`src/hw/rtl/sce_pkg.sv`:
```
package sce_pkg;

  // Vector capacity and the widths that follow from it
  localparam int MAX_CLASSES = 64;
  localparam int IDX_W = $clog2(MAX_CLASSES);
  localparam int CNT_W = $clog2(MAX_CLASSES + 1);

  // Fixed-point constants, Q30
  localparam logic [30:0] LOG2E_Q30 = 31'd1549082005;
  localparam logic [29:0] LN2_Q30 = 30'd744261118;

  // Series length of the exponential and quotient bits of the divider
  localparam int TAYLOR_TERMS = 12;
  localparam int DIV_STEPS = 17;

  // Commands from the controller to the datapath
  typedef struct packed {
    logic load;
    logic drop;
    logic exp_start;
    logic store;
    logic ln_start;
    logic rd;
    logic div_start;
    logic fill;
    logic advance;
    logic clear;
  } cmd_t;

  // Status from the datapath to the controller
  typedef struct packed {
    logic exp_done;
    logic ln_done;
    logic div_done;
    logic full;
    logic in_last;
    logic last_idx;
  } sts_t;

  // floor(2^32 / k) for the series divisors
  function automatic logic [32:0] recip(input logic [3:0] k);
    logic [32:0] val;
    case (k)
      4'd1:    val = 33'd4294967296;
      4'd2:    val = 33'd2147483648;
      4'd3:    val = 33'd1431655765;
      4'd4:    val = 33'd1073741824;
      4'd5:    val = 33'd858993459;
      4'd6:    val = 33'd715827882;
      4'd7:    val = 33'd613566756;
      4'd8:    val = 33'd536870912;
      4'd9:    val = 33'd477218588;
      4'd10:   val = 33'd429496729;
      4'd11:   val = 33'd390451572;
      4'd12:   val = 33'd357913941;
      default: val = 33'd4294967296;
    endcase
    return val;
  endfunction

endpackage

```
`src/hw/rtl/sce_ctrl.sv`:
```
module sce_ctrl (
  input  logic          clk,
  input  logic          rst,
  input  logic          in_valid,
  output logic          in_stall,
  output logic          out_valid,
  input  logic          out_stall,
  output sce_pkg::cmd_t cmd,
  input  sce_pkg::sts_t sts
);

  typedef enum logic [7:0] {
    S_IDLE  = 8'b00000001,
    S_EXP   = 8'b00000010,
    S_LNGO  = 8'b00000100,
    S_LN    = 8'b00001000,
    S_RD    = 8'b00010000,
    S_START = 8'b00100000,
    S_DIV   = 8'b01000000,
    S_OUT   = 8'b10000000
  } state_t;

  state_t state;
  state_t state_next;
  logic   last_q;
  logic   accept;

  assign in_stall  = rst | (state != S_IDLE);
  assign out_valid = state == S_OUT;
  assign accept    = in_valid & ~in_stall;

  // Sequence one element, then the normalisation pass
  always_comb begin
    cmd        = '0;
    state_next = state;
    case (state)
      S_IDLE: begin
        if (accept) begin
          if (!sts.full) begin
            cmd.load      = 1'b1;
            cmd.exp_start = 1'b1;
            state_next    = S_EXP;
          end else begin
            cmd.drop = 1'b1;
            if (sts.in_last) begin
              state_next = S_LNGO;
            end
          end
        end
      end
      S_EXP: begin
        if (sts.exp_done) begin
          cmd.store  = 1'b1;
          state_next = last_q ? S_LNGO : S_IDLE;
        end
      end
      S_LNGO: begin
        cmd.ln_start = 1'b1;
        state_next   = S_LN;
      end
      S_LN: begin
        if (sts.ln_done) begin
          state_next = S_RD;
        end
      end
      S_RD: begin
        cmd.rd     = 1'b1;
        state_next = S_START;
      end
      S_START: begin
        cmd.div_start = 1'b1;
        state_next    = S_DIV;
      end
      S_DIV: begin
        if (sts.div_done) begin
          cmd.fill   = 1'b1;
          state_next = S_OUT;
        end
      end
      S_OUT: begin
        if (!out_stall) begin
          if (sts.last_idx) begin
            cmd.clear  = 1'b1;
            state_next = S_IDLE;
          end else begin
            cmd.advance = 1'b1;
            state_next  = S_RD;
          end
        end
      end
      default: state_next = S_IDLE;
    endcase
  end

  always_ff @(posedge clk) begin
    if (rst) begin
      state  <= S_IDLE;
      last_q <= 1'b0;
    end else begin
      state <= state_next;
      if (cmd.load) begin
        last_q <= sts.in_last;
      end
    end
  end

endmodule

```
`config.mk`:
```
export PLATFORM = sky130hd
export DESIGN_NAME = sce_ctrl
export DESIGN_NICKNAME = d
export VERILOG_FILES = /design/src/hw/rtl/sce_pkg.sv /design/src/hw/rtl/sce_ctrl.sv
export SDC_FILE = /design/constraint.sdc
export NUM_CORES = 1
export LEC_CHECK = 0
export BUFFER_PORTS_ARGS = -buffer_cell sky130_fd_sc_hd__buf_2
export CAP_MARGIN = 15
export CORE_MARGIN = 10
export CORE_UTILIZATION = 40
export DETAILED_ROUTE_END_ITERATION = 12
export PLACE_DENSITY = 0.66
export SYNTH_ARGS = -nofsm -noshare
export SYNTH_HDL_FRONTEND = slang
export SYNTH_SLANG_ARGS = --single-unit
```
`constraint.sdc`:
```
create_clock -name clk -period 3.3 [get_ports clk]
set_clock_uncertainty 0.1 [all_clocks]
set_input_delay 0 -clock clk [delete_from_list [all_inputs] [get_ports clk]]
set_output_delay 0 -clock clk [all_outputs]
set_load 0.1 [all_outputs]
```
==> flow_summary.ini, run 1 <==
[run_status]
status = finished, final reports clean

[yosys]
ys_ff_latch = 9
syn_avg_cell_area_sq_um = 8.173
synth_top_cell_area_share_pct = 28.63
yosysSeqAreaShare_pct = 28.63
syn_nets = 87
synth.area.top_cells = dfxtp_1, nor3b_1, o21a_1
yosys_warnings = 0
syn_area_sq_um = 629.4
synth_cell_types = 30
synthFlopType = dfxtp_1
postSynthCellCount = 77
synth_edf_count = 0
synthTopCellsByCount = dfxtp_1, nor2_1, nand2_1
synth_top_area_cell = dfxtp_1
synthArstFlopShare_pct = 0

[drt]
antenna_left = 0
drtPass1Iterations = 5
routed_wl_microns = 1711
dr.first_iter.drc_count = 12
wl_per_cell_microns = 14.14
vias = 660
drc_errors = 0
viasPerCell = 5.455

[critical_path]
r2r-start = state[4]$_SDFFE_PP0P_
slowest_stage = dlygate4sd3_1
critPathLaunchType = flop
critPathKind = reg2reg
crit_chain = nor4_4 -> nand4b_2 -> nor3_4 -> mux2i_1 -> nor2_1 -> dlygate4sd3_1
startpoint = state[4]$_SDFFE_PP0P_
endpoint_kind = flop
arrival_ns = 2.34
critPathRequiredTime_ns = 3.34
critPathMaxStageDelay_ns = 0.54
crit_fanout = 5

[timing]
fin_crit_ns = 2.301
worstMarginPinSlew_ns = 0.4952
fin_crit_sh_pct = 69.73
rsz0062_at_grt = no
setup-tns-final_ns = 0
slew_headroom_pct = 67.21
setup_viol = 0
slew_viol_final = 0
max_freq_mhz = 434.6
hold_viol = 0

[die]
die_w_microns = 59.67
rows = 14
initial_core_util_pct = 42.27
dieArea_sq_um = 3560
io_pins = 22
core_area_sq_um = 1489
die_h_microns = 59.67

[global_routing]
grt_pass1_vias = 657
grt_max_degree = 9
grt_overflow_total = 0
antenna_found_initial = 0
track_usage_pct = 9.635
grt_pass1_wl_microns = 2787

[clock_tree]
root_buffer = clkbuf_4
cts_setup_buffers = 0
htreeDepth = 1
cts.sinks = 9
cts_hold_buffers = 6
insertion_delay_ns = 0.25
cts_resized = 0
cts_max_path_buffers = 2
cts_buffers = 3
path_clk_slew_ns = 0.06
cts_tree = done

[hold_path]
hold_path_class = in2reg
min_from = sts[3]

[final_layout]
drive_gt1_share_pct = 32.38
antennaDiodeCount = 0
area_delta_synth_final_pct = 34.19
fin_cells = 121
final_net_count = 116
fill_cells = 155

[pwr]
power_leakage_nw = 0.3712
power_density_nw_per_um2 = 571.7
ir_drop_mv = 0.4250

[place]
portBuffers = 21
dpl.cell_count = 111
hpwl_microns = 1343
place_congestion = 0.8548

[run]
drv_cap = 0
worst paths after layout:
path	to	slack, ns	cells after the start
worst min-delay path	state[7]$_SDFFE_PP0P_	0.07	4
worst min register to register	state[2]$_SDFFE_PP0P_	0.40	2
worst max-delay path	last_q$_SDFFE_PP0P_	1.0	6
worst max register to register	last_q$_SDFFE_PP0P_	1.0	6
report_power, final:
part	switching, mW	internal [mW]
combinational	0.175	0.0822
sequential	0.0209	0.121
clock	0.0369	0.0465
total	0.233	0.250
per-stage QoR:
stage / cell area [sq um] / hold WS (ns) / worst slack, ns / utilization, % / total power [mW]
floorplan: 649.4 / 0.01708 / 0.1692 / - / 0.3480
global placement: 758.2 / 0.1591 / 1.375 / 50.92 / 0.3928
detailed placement: 758.2 / 0.1588 / 1.356 / 50.92 / 0.3939
CTS: 844.6 / 0.06750 / 0.9922 / 56.72 / 0.4845
global route: 844.6 / 0.09568 / 0.8082 / 56.72 / 0.5113
finish: 844.6 / 0.06947 / 0.9988 / 56.72 / 0.4829
flip-flops by register name (all words and copies together) (netlist names):
signal	count
state	8
last_q	1
logic make-up (layout without fill, tap and decap cells):
family	count (synthesis)	count (layout)	synth area share, %
buf+inv	8	36	5.566
flops	9	9	28.63
simple gates	38	38	37.78
compound gates	17	17	20.88
xor+xnor	4	4	5.566
mux	1	1	1.591
worst max-delay path, delay by kind of cell (launching register included):
family | cells | cell delay [ns]
mux | 1 | 0.20
flops | 1 | 0.37
simple gates | 4 | 0.97
buf+inv | 1 | 0.54
cell type report:
| cell class | count | area, sq um | share of cell area (%) |
|---|---|---|---|
| multi-input cells | 60 | 434.2 | 51.41 |
| flip-flops and latches | 9 | 180.2 | 21.33 |
| repair buffers | 27 | 165.2 | 19.56 |
| clock buffers | 4 | 26.28 | 3.111 |
| well taps | 16 | 20.02 | 2.370 |
| inverters | 5 | 18.77 | 2.222 |
layer usage:
layer,GRT usage [%],wire length (microns),vias up
met4,1.923,16,0
met5,0,0,-
li1,-,-,337
met2,16.32,822,20
met1,11.46,783,301
met3,3.178,89,2
placed cells by master (no fill, tap or decap):
cell type / Yosys / layout
nor4_4: 1 / 1
mux2i_1: 1 / 1
clkbuf_1: 1 / 1
nand2_1: 8 / 8
a211oi_1: 1 / 1
nor2_1: 9 / 9
o22ai_2: 2 / 2
or2_4: 1 / 1
a31o_1: 1 / 1
nor3b_1: 6 / 3
nand2b_1: 1 / 1
buf_2: 1 / 21
o21ai_1: 1 / 1
inv_1: 5 / 5
nor3_1: 4 / 3
xnor2_1: 4 / 4
nor3b_2: 0 / 3
o22ai_1: 1 / 1
nand3_1: 1 / 1
nand4b_1: 2 / 2
nor3_2: 0 / 1
dfxtp_1: 9 / 9
o21a_1: 5 / 5
o22a_1: 2 / 2
o221ai_1: 1 / 1
and2_1: 1 / 1
dlygate4sd3_1: 0 / 6
clkbuf_4: 0 / 3
nor2b_1: 1 / 1
nor3_4: 1 / 1
nand4b_2: 1 / 1
nor4_1: 1 / 1
a21oi_1: 3 / 3
Note: power is estimated with default switching activity, not from simulation.
==> run 2, diff against run 1 <==
==> constraint.sdc (replaced) <==
create_clock -name clk -period 2.4 [get_ports clk]
set_clock_uncertainty 0.1 [all_clocks]
set_input_delay 0 -clock clk [delete_from_list [all_inputs] [get_ports clk]]
set_output_delay 0 -clock clk [all_outputs]
set_load 0.1 [all_outputs]
==> run 2 against run 1 <==
  * First-iteration DRC count increased by 33%
  * Global-route usage increased by 0.17 points
  * Worst hold slack improved by 0.0076 ns
  * Routed wire length decreased by 2.8%
  * Critical path depth unchanged
  * Critical endpoint unchanged
  * Largest cell class unchanged
  * Highest routed layer unchanged
==> flow_summary.ini, run 2 (same netlist as run 1, synthesis figures left out) <==
[global_routing]
grt_pass1_wl_microns = 2725
grt_overflow_total = 0
track_usage_pct = 9.809
grt_pass1_vias = 628
antenna_found_initial = 0
grt_max_degree = 9

[critical_path]
crit_family = simple AND/OR/NAND/NOR gates
endpoint_kind = flop
critPathKind = reg2reg
crit_buf_inv = 1
critPathLaunchType = flop
arrival_ns = 2.30
crit_chain = nor4_4 -> nand4b_2 -> nor3_4 -> mux2i_1 -> nor2_1 -> dlygate4sd3_1
r2r_slack_ns = 0.16
critPathRequiredTime_ns = 2.46
crit_cells = 6
reg2reg_to = last_q$_SDFFE_PP0P_
critPathMaxStageDelay_ns = 0.54
r2r_cells = 6
slowest_stage = dlygate4sd3_1
r2r-start = state[4]$_SDFFE_PP0P_
crit_fanout = 5

[die]
initial_core_util_pct = 42.27
dieArea_sq_um = 3560
rows = 14
io_pins = 22
die_h_microns = 59.67
die_w_microns = 59.67
core_area_sq_um = 1489

[timing]
hold_viol = 0
max_freq_mhz = 446.7
slew_viol_final = 0
setup_viol = 0
hold_ws_ns = 0.07709
fin_crit_ns = 2.239
setup-tns-final_ns = 0
slew_headroom_pct = 65.29
fin_crit_sh_pct = 93.28
worstMarginPinSlew_ns = 0.5159

[pwr]
p_clk_share_pct = 17.7
power_mw = 0.6719
ir_drop_mv = 0.4887
power_leakage_nw = 0.3726
pwr-share-comb_pct = 53.4
p_int_mw = 0.3444
switchingPower_mw = 0.3275
power_switching_share_pct = 48.75
power_density_nw_per_um2 = 774.9
seq_power_share_pct = 28.9

[drt]
drc_errors = 0
dr.first_iter.drc_count = 16
vias = 641
routed_wl_microns = 1663
wl_per_cell_microns = 13.63
antenna_left = 0
drtPass1Iterations = 4
viasPerCell = 5.254

[final_layout]
fill_cells = 137
antennaDiodeCount = 0
regMostFlops = state
fin_cells = 122
area_delta_synth_final_pct = 37.77
largest_reg_flops = 8
reg_top3 = state (8), last_q (1)
final_common_cell = buf_2
layout.cells.most_common_list = buf_2, dfxtp_1, nor2_1, nand2_1, dlygate4sd3_1
stdcell_area_sq_um = 867.1
drive_gt1_share_pct = 33.96
final_net_count = 117

[clock_tree]
insertion_delay_ns = 0.27
path_clk_slew_ns = 0.06
htreeDepth = 1
cts_buffers = 3
root_buffer = clkbuf_4
cts_resized = 0
cts.sinks = 9
cts_tree = done
cts_max_path_buffers = 2

[hold_path]
min_to = state[7]$_SDFFE_PP0P_
min_from = sts[3]
holdPathStages = 4
hold_path_class = in2reg

[place]
place_congestion = 0.8153
hpwl_microns = 1326
place_area_sq_um = 773.2
portBuffers = 21
dpl.cell_count = 111

[run_status]
status = finished, final reports clean

[run]
drv_cap = 0
==> run 2: changes by cell type in the layout (fill, tap and decap cells not counted), sizes merged <==
cell	change
buf	+1
==> run 2: tightest hold or removal path: stages <==
cell and delay [ns]:
buf_2 0.09, nand2_1 0.07, nor3_4 0.12, o21a_1 0.13
==> run 2: what timing repair did <==
item                       in CTS  in global routing
hold buffers                    6                  0
setup endpoints to repair       0                  1
buffers inserted                0                  1
hold endpoints to repair        5                  0
==> run 2: per-layer routing <==
metal / track usage (%) / up-vias / share of wire [%]
met5: 0 / - / 0
met4: 4.808 / 0 / 1.6
met3: 4.237 / 4 / 7.7
met2: 15.00 / 21 / 44
met1: 11.35 / 284 / 47
li1: - / 332 / -
==> run 2: how the worst max path moves through the flow <==
stage / start / end
finish: state[4]$_SDFFE_PP0P_ / last_q$_SDFFE_PP0P_
global route: state[6]$_SDFFE_PP0P_ / last_q$_SDFFE_PP0P_
CTS: state[4]$_SDFFE_PP0P_ / last_q$_SDFFE_PP0P_
detailed placement: state[4]$_SDFFE_PP0P_ / cmd[6]
global placement: state[4]$_SDFFE_PP0P_ / cmd[6]
floorplan: state[0]$_SDFFE_PP1P_ / cmd[0]
==> run 2: layout make-up <==
type | instances | area (sq um) | area share [%]
multi-input cells | 60 | 449.2 | 51.80
flip-flops and latches | 9 | 180.2 | 20.78
repair buffers | 28 | 172.7 | 19.91
clock buffers | 4 | 26.28 | 3.030
well taps | 16 | 20.02 | 2.309
inverters | 5 | 18.77 | 2.165
==> run 2: power by group through the flow <==
| stage | logic, mW | clock network [mW] | registers, mW |
|---|---|---|---|
| final | 0.359 | 0.119 | 0.194 |
| after global routing | 0.385 | 0.134 | 0.197 |
| after CTS | 0.359 | 0.121 | 0.194 |
| after detailed placement | 0.351 | 0 | 0.197 |
| after global placement | 0.353 | 0 | 0.195 |
| after floorplan | 0.296 | 0 | 0.191 |
==> run 2: metrics by stage <==
step                setup WS, ns  util (%)
global placement          0.4772     51.93
global route          -0.0007552     58.24
finish                    0.1613     58.24
floorplan                -0.7308         -
CTS                      0.08553     57.73
detailed placement        0.4977     51.93
